$ cat src/rtl/core/ipc_pkg.sv
// Shared types and codes for the infrared zone people counter.
// Depends on nothing; every other file in rtl/core imports it.
`default_nettype none

package ipc_pkg;

   localparam int unsigned ReadingWidth = 16;
   localparam int unsigned OccWidth     = 16;
   localparam int unsigned TotalWidth   = 32;
   localparam int unsigned FillWidth    = 3;
   localparam int unsigned NumSlots     = 3;

   localparam logic [FillWidth-1:0] FillFirst = 3'd1;
   localparam logic [FillWidth-1:0] FillFull  = 3'd4;

   typedef enum logic [1:0] {
      ZONE_OUTSIDE = 2'd0,
      ZONE_FRONT   = 2'd1,
      ZONE_BACK    = 2'd2,
      ZONE_MIDDLE  = 2'd3
   } zone_type;

   typedef enum logic [2:0] {
      EV_NONE    = 3'd0,
      EV_INVALID = 3'd1,
      EV_FILLING = 3'd2,
      EV_ENTER   = 3'd3,
      EV_LEAVE   = 3'd4
   } event_type;

   // path tracker state: last zone, fill count (1..4) and recorded path
   typedef struct packed {
      zone_type                     prev_zone;
      logic [FillWidth-1:0]         fill_count;
      zone_type [NumSlots-1:0]      slot;
   } track_state_type;

   typedef struct packed {
      logic [OccWidth-1:0]   occupancy;
      logic [TotalWidth-1:0] entries;
   } count_state_type;

endpackage

`default_nettype wire

$ cat src/rtl/core/ipc_track.sv
// Zone decision and path pattern tracking for one sample.
// Depends on ipc_pkg.
`default_nettype none

module ipc_track
   import ipc_pkg::*;
(
   input  track_state_type                 state_cur,
   input  logic                            front_flag,
   input  logic                            back_flag,
   input  logic signed [ReadingWidth-1:0]  chan_a_reading,
   input  logic signed [ReadingWidth-1:0]  chan_b_reading,
   input  logic signed [ReadingWidth-1:0]  presence_threshold,
   output track_state_type                 state_nxt,
   output event_type                       event_code
);

   logic                 present;
   logic                 changed;
   zone_type             zone;
   logic [FillWidth-1:0] fill_inc;
   logic [1:0]           slot_idx;

   assign present = (chan_a_reading > presence_threshold) ||
                    (chan_b_reading > presence_threshold);

   always_comb begin
      zone    = ZONE_OUTSIDE;
      changed = 1'b0;
      if (back_flag) begin
         zone    = ZONE_BACK;
         changed = (state_cur.prev_zone != ZONE_BACK);
      end else if (front_flag) begin
         zone    = ZONE_FRONT;
         changed = (state_cur.prev_zone != ZONE_FRONT);
      end else if (present) begin
         // middle only counts right after front or back
         if (state_cur.prev_zone == ZONE_FRONT || state_cur.prev_zone == ZONE_BACK) begin
            zone    = ZONE_MIDDLE;
            changed = 1'b1;
         end
      end else begin
         changed = (state_cur.prev_zone != ZONE_OUTSIDE);
      end
   end

   assign fill_inc = (state_cur.fill_count < FillFull) ?
                     state_cur.fill_count + FillFirst : state_cur.fill_count;

   // long paths keep overwriting the last slot
   always_comb begin
      case (fill_inc)
         3'd2:    slot_idx = 2'd0;
         3'd3:    slot_idx = 2'd1;
         default: slot_idx = 2'd2;
      endcase
   end

   always_comb begin
      state_nxt  = state_cur;
      event_code = EV_NONE;
      if (changed) begin
         state_nxt.prev_zone = zone;
         if (zone == ZONE_OUTSIDE) begin
            state_nxt.fill_count = FillFirst;
            if (fill_inc == FillFull) begin
               if (state_cur.slot[0] == ZONE_FRONT && state_cur.slot[1] == ZONE_MIDDLE &&
                   state_cur.slot[2] == ZONE_BACK) begin
                  event_code = EV_ENTER;
               end else if (state_cur.slot[0] == ZONE_BACK &&
                            state_cur.slot[1] == ZONE_MIDDLE &&
                            state_cur.slot[2] == ZONE_FRONT) begin
                  event_code = EV_LEAVE;
               end else begin
                  event_code = EV_INVALID;
               end
            end
         end else begin
            state_nxt.fill_count     = fill_inc;
            state_nxt.slot[slot_idx] = zone;
            event_code               = EV_FILLING;
         end
      end
   end

endmodule

`default_nettype wire

$ cat src/rtl/core/ipc_count.sv
// Saturating occupancy and entry total update for one event.
// Depends on ipc_pkg.
`default_nettype none

module ipc_count
   import ipc_pkg::*;
(
   input  event_type       event_code,
   input  count_state_type count_cur,
   output count_state_type count_nxt
);

   localparam logic [OccWidth-1:0]   OccMax   = '1;
   localparam logic [TotalWidth-1:0] TotalMax = '1;

   always_comb begin
      count_nxt = count_cur;
      case (event_code)
         EV_ENTER: begin
            if (count_cur.occupancy != OccMax) begin
               count_nxt.occupancy = count_cur.occupancy + OccWidth'(1);
            end
            if (count_cur.entries != TotalMax) begin
               count_nxt.entries = count_cur.entries + TotalWidth'(1);
            end
         end
         EV_LEAVE: begin
            if (count_cur.occupancy != '0) begin
               count_nxt.occupancy = count_cur.occupancy - OccWidth'(1);
            end
         end
         default: begin
            count_nxt = count_cur;
         end
      endcase
   end

endmodule

`default_nettype wire

$ cat src/rtl/core/ir_zone_people_counter_core.sv
// Infrared zone people counter. One item per cycle sustained while rsp_ready holds; a
// sample's result reaches rsp through the input register, then the result register, and the
// zone/path state plus counters update as the result register loads. Each item gives
// exactly one result: event code, occupancy and entry total after that sample.
// Write csr_presence_threshold only while no item is in flight.
// Depends on ipc_pkg, ipc_track and ipc_count.
`default_nettype none

module ir_zone_people_counter_core
   import ipc_pkg::*;
(
   input  logic                            clock,
   input  logic                            reset,
   input  logic                            req_valid,
   output logic                            req_ready,
   input  logic                            req_front_flag,
   input  logic                            req_back_flag,
   input  logic signed [ReadingWidth-1:0]  req_chan_a_reading,
   input  logic signed [ReadingWidth-1:0]  req_chan_b_reading,
   output logic                            rsp_valid,
   input  logic                            rsp_ready,
   output logic [2:0]                      rsp_event_code,
   output logic [OccWidth-1:0]             rsp_occupancy,
   output logic [TotalWidth-1:0]           rsp_entries_total,
   input  logic                            csr_valid,
   output logic                            csr_ready,
   input  logic signed [ReadingWidth-1:0]  csr_presence_threshold
);

   logic                           s1_valid_ff, s1_valid_in;
   logic                           s1_front_ff, s1_back_ff;
   logic signed [ReadingWidth-1:0] s1_a_ff, s1_b_ff;
   logic signed [ReadingWidth-1:0] threshold_ff;
   track_state_type                track_ff, track_in;
   count_state_type                count_ff, count_in;
   logic                           out_valid_ff, out_valid_in;
   event_type                      out_event_ff, step_event;
   count_state_type                out_count_ff;
   logic                           advance, fire, req_fire;

   assign advance   = !out_valid_ff || rsp_ready;
   assign fire      = s1_valid_ff && advance;
   assign req_ready = !s1_valid_ff || advance;
   assign req_fire  = req_valid && req_ready;
   assign csr_ready = 1'b1;

   assign s1_valid_in  = req_fire ? 1'b1 : (fire ? 1'b0 : s1_valid_ff);
   assign out_valid_in = fire ? 1'b1 : (rsp_ready ? 1'b0 : out_valid_ff);

   ipc_track u_track (
      .state_cur          (track_ff),
      .front_flag         (s1_front_ff),
      .back_flag          (s1_back_ff),
      .chan_a_reading     (s1_a_ff),
      .chan_b_reading     (s1_b_ff),
      .presence_threshold (threshold_ff),
      .state_nxt          (track_in),
      .event_code         (step_event)
   );

   ipc_count u_count (
      .event_code (step_event),
      .count_cur  (count_ff),
      .count_nxt  (count_in)
   );

   always_ff @(posedge clock) begin
      if (reset) begin
         s1_valid_ff             <= 1'b0;
         out_valid_ff            <= 1'b0;
         threshold_ff            <= '0;
         track_ff.prev_zone      <= ZONE_OUTSIDE;
         track_ff.fill_count     <= FillFirst;
         track_ff.slot           <= '{NumSlots{ZONE_OUTSIDE}};
         count_ff                <= '0;
      end else begin
         s1_valid_ff  <= s1_valid_in;
         out_valid_ff <= out_valid_in;
         if (csr_valid && csr_ready) begin
            threshold_ff <= csr_presence_threshold;
         end
         if (fire) begin
            track_ff <= track_in;
            count_ff <= count_in;
         end
      end
   end

   // payload registers
   always_ff @(posedge clock) begin
      if (req_fire) begin
         s1_front_ff <= req_front_flag;
         s1_back_ff  <= req_back_flag;
         s1_a_ff     <= req_chan_a_reading;
         s1_b_ff     <= req_chan_b_reading;
      end
      if (fire) begin
         out_event_ff <= step_event;
         out_count_ff <= count_in;
      end
   end

   assign rsp_valid         = out_valid_ff;
   assign rsp_event_code    = out_event_ff;
   assign rsp_occupancy     = out_count_ff.occupancy;
   assign rsp_entries_total = out_count_ff.entries;

endmodule

`default_nettype wire

$ cat config.mk
export PLATFORM = sky130hd
export DESIGN_NAME = ir_zone_people_counter_core
export DESIGN_NICKNAME = d
export VERILOG_FILES = /design/src/rtl/core/ipc_pkg.sv /design/src/rtl/core/ipc_track.sv /design/src/rtl/core/ipc_count.sv /design/src/rtl/core/ir_zone_people_counter_core.sv
export SDC_FILE = /design/constraint.sdc
export NUM_CORES = 1
export LEC_CHECK = 0
export ABC_AREA = 1
export BUFFER_PORTS_ARGS = -buffer_cell sky130_fd_sc_hd__buf_4
export CORE_MARGIN = 2
export CORE_UTILIZATION = 35
export CTS_BUF_LIST = sky130_fd_sc_hd__clkbuf_4 sky130_fd_sc_hd__clkbuf_8
export CTS_CLUSTER_DIAMETER = 60
export CTS_CLUSTER_SIZE = 12
export DETAILED_ROUTE_END_ITERATION = 12
export HOLD_SLACK_MARGIN = 0.05
export PLACE_DENSITY = 0.53
export SLEW_MARGIN = 20
export SYNTH_ARGS = -nofsm -noshare
export SYNTH_HDL_FRONTEND = slang
export SYNTH_HIERARCHICAL = 1
export SYNTH_SLANG_ARGS = --single-unit
$ cat constraint.sdc
create_clock -name clock -period 4.7 [get_ports clock]
set_input_delay 0.705 -clock clock [delete_from_list [all_inputs] [get_ports clock]]
set_output_delay 0.705 -clock clock [all_outputs]
set_load 0.01 [all_outputs]
==> flow_metrics.tcl, run 1 <==
set metrics [dict create \
    grt_pass1_wl_um 40600 \
    p_leak_uw 0.00488 \
    cts_made_buffers 17 \
    synth_commonest_cells "sky130_fd_sc_hd__nand2_1, sky130_fd_sc_hd__nor2_1, sky130_fd_sc_hd__inv_1" \
    design_area_um2 11300 \
    synth_area_um2 9930 \
    layout.cells.non_filler 1835 \
    io_pins 109 \
    cts_hold_buffers 0 \
    syn_area_per_cell_um2 7.24 \
    final_min_period_over_clock_period_pct 81.1 \
    critical_path.endpoint_type "register" \
    fp-row-count 61 \
    gp_congestion 0.871 \
    critPathTopFamily "simple AND/OR/NAND/NOR gates" \
    postPlaceCellArea_um2 10900 \
    numPortBuffers 107 \
    largest_area_contributor_in_the_synthesized_netlist "sky130_fd_sc_hd__edfxtp_1" \
    seq_power_share_pct 48.4 \
    synth_edf_count 85 \
    grt_start_max_net_pins 119 \
    clock_path_buffers 2 \
    number_of_detailed_route_iterations_in_the_first_pass 5 \
    antennaDiodeCount 0 \
    worst_ep_required_time_ns 5.10 \
    final_max_slew_violation_count 0 \
    fillCellCount 2914 \
    number_of_antenna_violations_at_the_first_check_in_global_routing 0 \
    worst-path-max-fanout 20 \
    timing.setup.tns_ns 0 \
    die_h_um 172 \
    ff_latch_area_um2 4100 \
    synth_nets 1467 \
    yosys.cell_types.count 40 \
    hold_viol 0 \
    dpl.hpwl_um 16900 \
    worstSkewPairLatency_ns 0.46 \
    cts_tree "built" \
    clock_tree.root_cell "sky130_fd_sc_hd__clkbuf_8" \
    vias_in_the_first_global_route 8046 \
    multi_input_area_um2 4780 \
    power.clock.fraction_pct 35.0 \
    vias 8654 \
    synthDominantCellAreaShare_pct 25.7 \
    power.share.switching_pct 29.8 \
    result_of_the_run "finished clean" \
    grt_overflow_total 0 \
    cp_slowest_stage_delay_ns 0.65 \
    power_frac_comb_pct 16.5 \
    worst_hold_path_type "in2reg" \
    grt_use_total_pct 17.2 \
    crit_path_cell_trace "inv_1 > ha_1 > nand2_1 > nor3_2 > nand2_1 > nand2_1 > nand2_1 > nand3_2 > nand2_2 > nand2_2 > nand2_1 > inv_2 > nand2_4 > nor2_1 > and3b_1 > nor3_2 > buf_4 > nor2_1 > inv_1 > o211ai_1 > inv_1 > nand3_1 > nand2_1 > nor2_1" \
    critPathBufInv 5 \
    max_clock_freq_mhz 262 \
    rsz0062_at_grt "false" \
    postRouteAntennaNets 0 \
    wire_per_inst_um 13.5 \
    synth.ff_latch_count 162 \
    power_report.internal_total_uw 2400 \
    die_width_um 172 \
    drv_cap 0 \
    layout.nets 1539 \
    syn_inst 1372 \
    setup.worst_path.class "reg2reg" \
    wl_um 24700 \
    core_area_um2 27900 \
    syn_to_final_growth_pct 14.0 \
    final.setup_skew_ns 0.0198 \
    final-setup-viol-count 0 \
    netSwitchingPower_uw 1020 \
    drive_gt1_share_pct 14.2 \
    seq_area_frac_synth_pct 41.2 \
    period_needed_ns 3.81 \
    clock_sink_count 162 \
    numPlacedInstances 1803 \
    worst_path_clk_slew_ns 0.11 \
    data_arrival_time_of_the_worst_path_ns 4.21 \
    cts_post_setup_buffers_inserted 0 \
    vdd.ir_drop.worst_mv 0.155 \
    post-route-drc-count 0 \
    post-synth-top-count-cell "sky130_fd_sc_hd__nand2_1" \
    clock_tree.htree_level_count 4 \
    ys_dominant_reg_cell "sky130_fd_sc_hd__edfxtp_1" \
    ys_async_sr_fraction_pct 0 \
    tightest_slew_ns 0.939 \
    synthTopCellsByArea "sky130_fd_sc_hd__edfxtp_1, sky130_fd_sc_hd__dfxtp_1, sky130_fd_sc_hd__nand2_1" \
    start_kind "register" \
    slew_headroom_pct 37.3 \
    power.density_cell_area_nw_per_um2 302 \
    vias_per_cell 4.72 \
    die-area_um2 29700 \
    initial_core_util_pct 35.7 \
    drt_iter0_drc 706 \
    cp_common_cell "sky130_fd_sc_hd__nand2_1" \
    yosysWarningCount 6 \
    slowest_stage "sky130_fd_sc_hd__nor2_1" \
    postCtsResizedCells 0 \
]
[metal layers]
metal  global-route usage, %  vias to the layer above  wire length, um  share of wire (%)
met5                       0                        -                0                  0
met1                    22.7                     3967            11900                 48
met4                    4.02                        0              274                1.1
li1                        -                     4542                -                  -
met3                    2.66                       13              652                2.6
met2                    29.4                      132            11800                 48
[per-stage QoR]
stage	power (uW)	util, %	worst slack, ns	hold WS (ns)
final	3420	40.7	0.889	0.413
after global routing	3620	40.7	0.503	0.365
after CTS	3470	40.6	0.903	0.375
after detailed placement	2260	39.0	0.941	0.487
after global placement	2250	39.0	1.02	0.479
after floorplan	2090	-	1.62	0.446
[layout make-up]
cell class / instances / share of cell area [%]
multi-input combinational: 975 / 42.2
timing repair buffer: 115 / 7.69
clock inverter: 15 / 1.93
sequential: 162 / 36.2
inverter: 173 / 5.73
clock buffer: 17 / 2.07
tap: 378 / 4.18
[worst register-to-register path, delay by kind of cell (launching register included)]
family                   cells  cell delay [ns]
AO/OA/AOI/OAI                1             0.23
adder cells (fa/ha/maj)      1             0.35
buffers and inverters        5             0.56
flip-flops                   1             0.34
AND/OR/NAND/NOR             17             2.27
[kinds of logic after synthesis]
kind of cell             Yosys count  synth area share, %
AO/OA/AOI/OAI                    125                 6.54
XOR/XNOR                          15                 1.32
adder cells (fa/ha/maj)           40                 5.04
buffers and inverters            235                 10.7
flip-flops                       162                 41.2
other                              1               0.0377
AND/OR/NAND/NOR                  794                 35.1
[power by group through the flow]
stage,Sequential (uW),Combinational (uW),Clock [uW]
2_1_floorplan,1670,414,0
3_3_place_gp,1690,560,0
3_5_place_dp,1690,566,0
4_1_cts,1660,569,1240
5_1_grt,1670,654,1290
6_report,1660,566,1200
[flip-flops by register name (all words and copies together), names as in the netlist]
signal / flops
s1_back_ff: 1
count_ff: 48
s1_b_ff: 16
rsp_event_code: 3
s1_valid_ff: 1
track_ff: 11
rsp_occupancy: 16
s1_front_ff: 1
rsp_entries_total: 32
s1_a_ff: 16
rsp_valid: 1
threshold_ff: 16
[placed cells by master, fill, tap and decap left out, types with 2 or more instances in the layout]
cell / netlist / routed
sky130_fd_sc_hd__a21oi_1: 74 / 74
sky130_fd_sc_hd__buf_4: 3 / 113
sky130_fd_sc_hd__buf_6: 16 / 2
sky130_fd_sc_hd__bufinv_16: 0 / 4
sky130_fd_sc_hd__clkbuf_8: 1 / 17
sky130_fd_sc_hd__clkinvlp_4: 0 / 2
sky130_fd_sc_hd__dfxtp_1: 77 / 76
sky130_fd_sc_hd__edfxtp_1: 85 / 85
sky130_fd_sc_hd__ha_1: 40 / 40
sky130_fd_sc_hd__inv_1: 166 / 164
sky130_fd_sc_hd__inv_2: 7 / 9
sky130_fd_sc_hd__inv_6: 0 / 6
sky130_fd_sc_hd__inv_8: 0 / 2
sky130_fd_sc_hd__nand2_1: 376 / 376
sky130_fd_sc_hd__nand2_2: 7 / 6
sky130_fd_sc_hd__nand2_4: 4 / 5
sky130_fd_sc_hd__nand3_1: 141 / 141
sky130_fd_sc_hd__nand3_2: 18 / 18
sky130_fd_sc_hd__nand4_1: 27 / 27
sky130_fd_sc_hd__nor2_1: 194 / 194
sky130_fd_sc_hd__nor2_2: 4 / 4
sky130_fd_sc_hd__nor2_4: 4 / 4
sky130_fd_sc_hd__nor3_1: 5 / 4
sky130_fd_sc_hd__nor3_2: 2 / 3
sky130_fd_sc_hd__o211ai_1: 2 / 2
sky130_fd_sc_hd__o21ai_0: 38 / 38
sky130_fd_sc_hd__o21ai_1: 6 / 6
sky130_fd_sc_hd__or2_2: 7 / 7
sky130_fd_sc_hd__xor2_1: 14 / 14
[path summary, 6_finish.rpt]
kind / startpoint / endpoint / slack, ns / cells past startpoint
max: threshold_ff[15]$_SDFFE_PP0P_ / count_ff[36]$_SDFFE_PP0P_ / 0.89 / 24
min: req_chan_b_reading[9] / s1_b_ff[9]$_DFFE_PP_ / 0.41 / 1
max reg2reg: threshold_ff[15]$_SDFFE_PP0P_ / count_ff[36]$_SDFFE_PP0P_ / 0.89 / 24
min reg2reg: threshold_ff[5]$_SDFFE_PP0P_ / threshold_ff[5]$_SDFFE_PP0P_ / 0.51 / 2
No activity file was read; power rests on OpenSTA's default activity.
==> run 2, diff against run 1 <==
Settings changed: ABC_AREA 1 to 0, PLACE_DENSITY 0.53 to 0.54.
Clock period 4.7 ns to 3.6 ns, I/O delays scaled along.
==> run 2 against run 1 <==
Net effect:
- the run now ends with negative setup slack left
- global-route usage shrank 1.8 points
- synthesized area decreased by 13%
- total power increased by 14%
- die area is 12% lower
- clock-buffer cell count unchanged
- clock skew grew 0.0074 ns
- via count down 25%
- synthesized cell count down 41%
- critical path type unchanged
- critical endpoint is now count_ff[13]$_SDFFE_PP0P_
- largest power group unchanged
==> flow_metrics.tcl, run 2 <==
set metrics [dict create \
    layout.cells.non_filler 1321 \
    synth_nets 903 \
    vdd.ir_drop.worst_mv 0.212 \
    vias_in_the_first_global_route 6183 \
    post-synth-top-count-cell "sky130_fd_sc_hd__nand2b_1" \
    fillCellCount 2223 \
    postPlaceCellArea_um2 10200 \
    largest_reg_flops 48 \
    vias 6499 \
    number_of_detailed_route_iterations_in_the_first_pass 4 \
    ys_async_sr_fraction_pct 0 \
    synthDominantCellAreaShare_pct 29.4 \
    antennaDiodeCount 0 \
    worst_ep_required_time_ns 4.01 \
    syn_inst 808 \
    final_min_period_over_clock_period_pct 108 \
    mostFrequentLayoutCells "sky130_fd_sc_hd__buf_4, sky130_fd_sc_hd__nand2b_1, sky130_fd_sc_hd__edfxtp_1" \
    worst_hold_path_type "in2reg" \
    final.setup_skew_ns 0.0272 \
    seq_area_frac_synth_pct 47.1 \
    final.setup.worst_slack_ns -0.289 \
    vias_per_cell 4.92 \
    syn_area_per_cell_um2 10.7 \
    ys_dominant_reg_cell "sky130_fd_sc_hd__edfxtp_1" \
    grt_pass1_wl_um 32100 \
    data_arrival_time_of_the_worst_path_ns 4.29 \
    slowest_stage "sky130_fd_sc_hd__or4_4" \
    clock_path_buffers 2 \
    power.density_cell_area_nw_per_um2 332 \
    postRouteAntennaNets 0 \
    hold_viol 0 \
    result_of_the_run "complete, but fails checks" \
    final-setup-viol-count 73 \
    numPortBuffers 107 \
    drv_cap 0 \
    initial_core_util_pct 35.7 \
    clock_sink_count 162 \
    period_needed_ns 3.89 \
    synth_commonest_cells "sky130_fd_sc_hd__nand2b_1, sky130_fd_sc_hd__edfxtp_1, sky130_fd_sc_hd__mux2i_1" \
    setup.worst_path.class "reg2reg" \
    worstSkewPairLatency_ns 0.47 \
    die_h_um 162 \
    critical_path.endpoint_type "register" \
    wl_um 20000 \
    synthTopCellsByArea "sky130_fd_sc_hd__edfxtp_1, sky130_fd_sc_hd__dfxtp_1, sky130_fd_sc_hd__mux2i_1" \
    start_kind "register" \
    p_leak_uw 0.00452 \
    gp_congestion 0.812 \
    worst_path_clk_slew_ns 0.11 \
    die_width_um 162 \
    die-area_um2 26100 \
    register_name_with_the_most_flops "count_ff" \
    crit_path_cell_trace "ha_4 > a21oi_2 > o21ai_2 > a2111oi_4 > a31o_2 > nand4_1 > o21ai_4 > and4bb_2 > buf_6 > or4_4 > a31oi_4 > nand4_1 > xnor2_2 > nand2b_1 > mux2i_1" \
    synth_area_um2 8680 \
    place_ws_ns -0.415 \
    grt_overflow_total 0 \
    cts_made_buffers 17 \
    largest_area_contributor_in_the_synthesized_netlist "sky130_fd_sc_hd__edfxtp_1" \
    yosysWarningCount 6 \
    clock_tree.root_cell "sky130_fd_sc_hd__clkbuf_8" \
    syn_to_final_growth_pct 35.0 \
    synth_edf_count 85 \
    layout.nets 1079 \
    cts_hold_buffers 0 \
    cp_common_cell "sky130_fd_sc_hd__nand4_1" \
    io_pins 109 \
    grt_start_max_net_pins 137 \
    fp-row-count 57 \
    failed_checks "negative setup slack" \
    number_of_antenna_violations_at_the_first_check_in_global_routing 0 \
    max_clock_freq_mhz 257 \
    design_area_um2 11700 \
    synth.ff_latch_count 162 \
    slew_headroom_pct 16.1 \
    post-route-drc-count 0 \
    drt_iter0_drc 321 \
    dpl.hpwl_um 13000 \
    tightest_slew_ns 1.25 \
    cp_slowest_stage_delay_ns 0.54 \
    clock_tree.htree_level_count 4 \
    finalHoldWorstSlack_ns 0.235 \
    core_area_um2 24300 \
    rsz0062_at_grt "true" \
    layout.cells.most_common "sky130_fd_sc_hd__buf_4" \
    yosys.cell_types.count 78 \
    cts_tree "built" \
    worst-path-max-fanout 5 \
    numPlacedInstances 1253 \
    drive_gt1_share_pct 36.1 \
    final_max_slew_violation_count 0 \
    wire_per_inst_um 15.1 \
    grt_use_total_pct 15.3 \
]
-- run 2: final timing paths --
check / start / end / slack [ns] / depth (start not counted)
max: s1_b_ff[5]$_DFFE_PP_ / count_ff[13]$_SDFFE_PP0P_ / -0.29 / 15
min: req_chan_a_reading[5] / s1_a_ff[5]$_DFFE_PP_ / 0.24 / 1
max reg2reg: s1_b_ff[5]$_DFFE_PP_ / count_ff[13]$_SDFFE_PP0P_ / -0.29 / 15
min reg2reg: track_ff[4]$_SDFFE_PP0P_ / track_ff[4]$_SDFFE_PP0P_ / 0.49 / 2
-- run 2: logic make-up after synthesis --
kind of cell	Yosys count	share of synthesized area, %
AOI/OAI and AO/OA	83	6.97
xor gates and xnor gates	36	3.63
adders and majority gates	40	5.76
buffers and inverters	69	4.21
DFF	162	47.1
muxes	81	9.36
other	1	0.0432
and+or+nand+nor	336	22.9
-- run 2: power by group --
part / switching [uW] / total, uW / leakage (uW) / internal (uW)
Clock: 830 / 1360 / 0.000203 / 533
Sequential: 32.3 / 2040 / 0.00142 / 2010
Combinational: 241 / 490 / 0.00289 / 249
Total: 1100 / 3890 / 0.00452 / 2790
-- run 2: metrics by stage --
stage	TNS, ns	total power (uW)	utilization [%]
2_1_floorplan	-0.136	2360	-
3_3_place_gp	-17.19	2530	41.9
3_5_place_dp	-17.20	2530	41.9
4_1_cts	-7.09	3950	45.8
5_1_grt	-29.38	4080	48.2
6_report	-9.62	3890	48.2
-- run 2: what timing repair did --
item	in CTS	in global routing
setup buffers	16	25
gates cloned	1	0
pin swaps	54	63
resized for setup	79	73
endpoints found under the setup margin	95	96
-- run 2: layer usage --
| metal | routed length, um | vias to the layer above | global-route usage [%] |
|---|---|---|---|
| met5 | 0 | - | 0 |
| li1 | - | 3278 | - |
| met3 | 540 | 14 | 3.00 |
| met2 | 9570 | 83 | 25.1 |
| met4 | 201 | 0 | 4.26 |
| met1 | 9670 | 3124 | 20.7 |
-- run 2: cell type report --
type                    instances  area, um^2  area share (%)
well taps                     324         405            3.46
repair buffers                190        1570            13.4
flip-flops and latches        162        4100            35.0
clock inverters                15         178            1.52
multi-input cells             577        5100            43.5
clock buffers                  17         234            2.00
inverters                      36         135            1.15
-- run 2: critical path: cells and delay by family, from the launching register on --
family          cells  cell delay, ns
flops               1            0.43
xor+xnor            1            0.22
mux                 1            0.12
compound gates      6            1.40
buf+inv             1            0.13
fa+ha+maj           1            0.26
simple gates        5            1.25
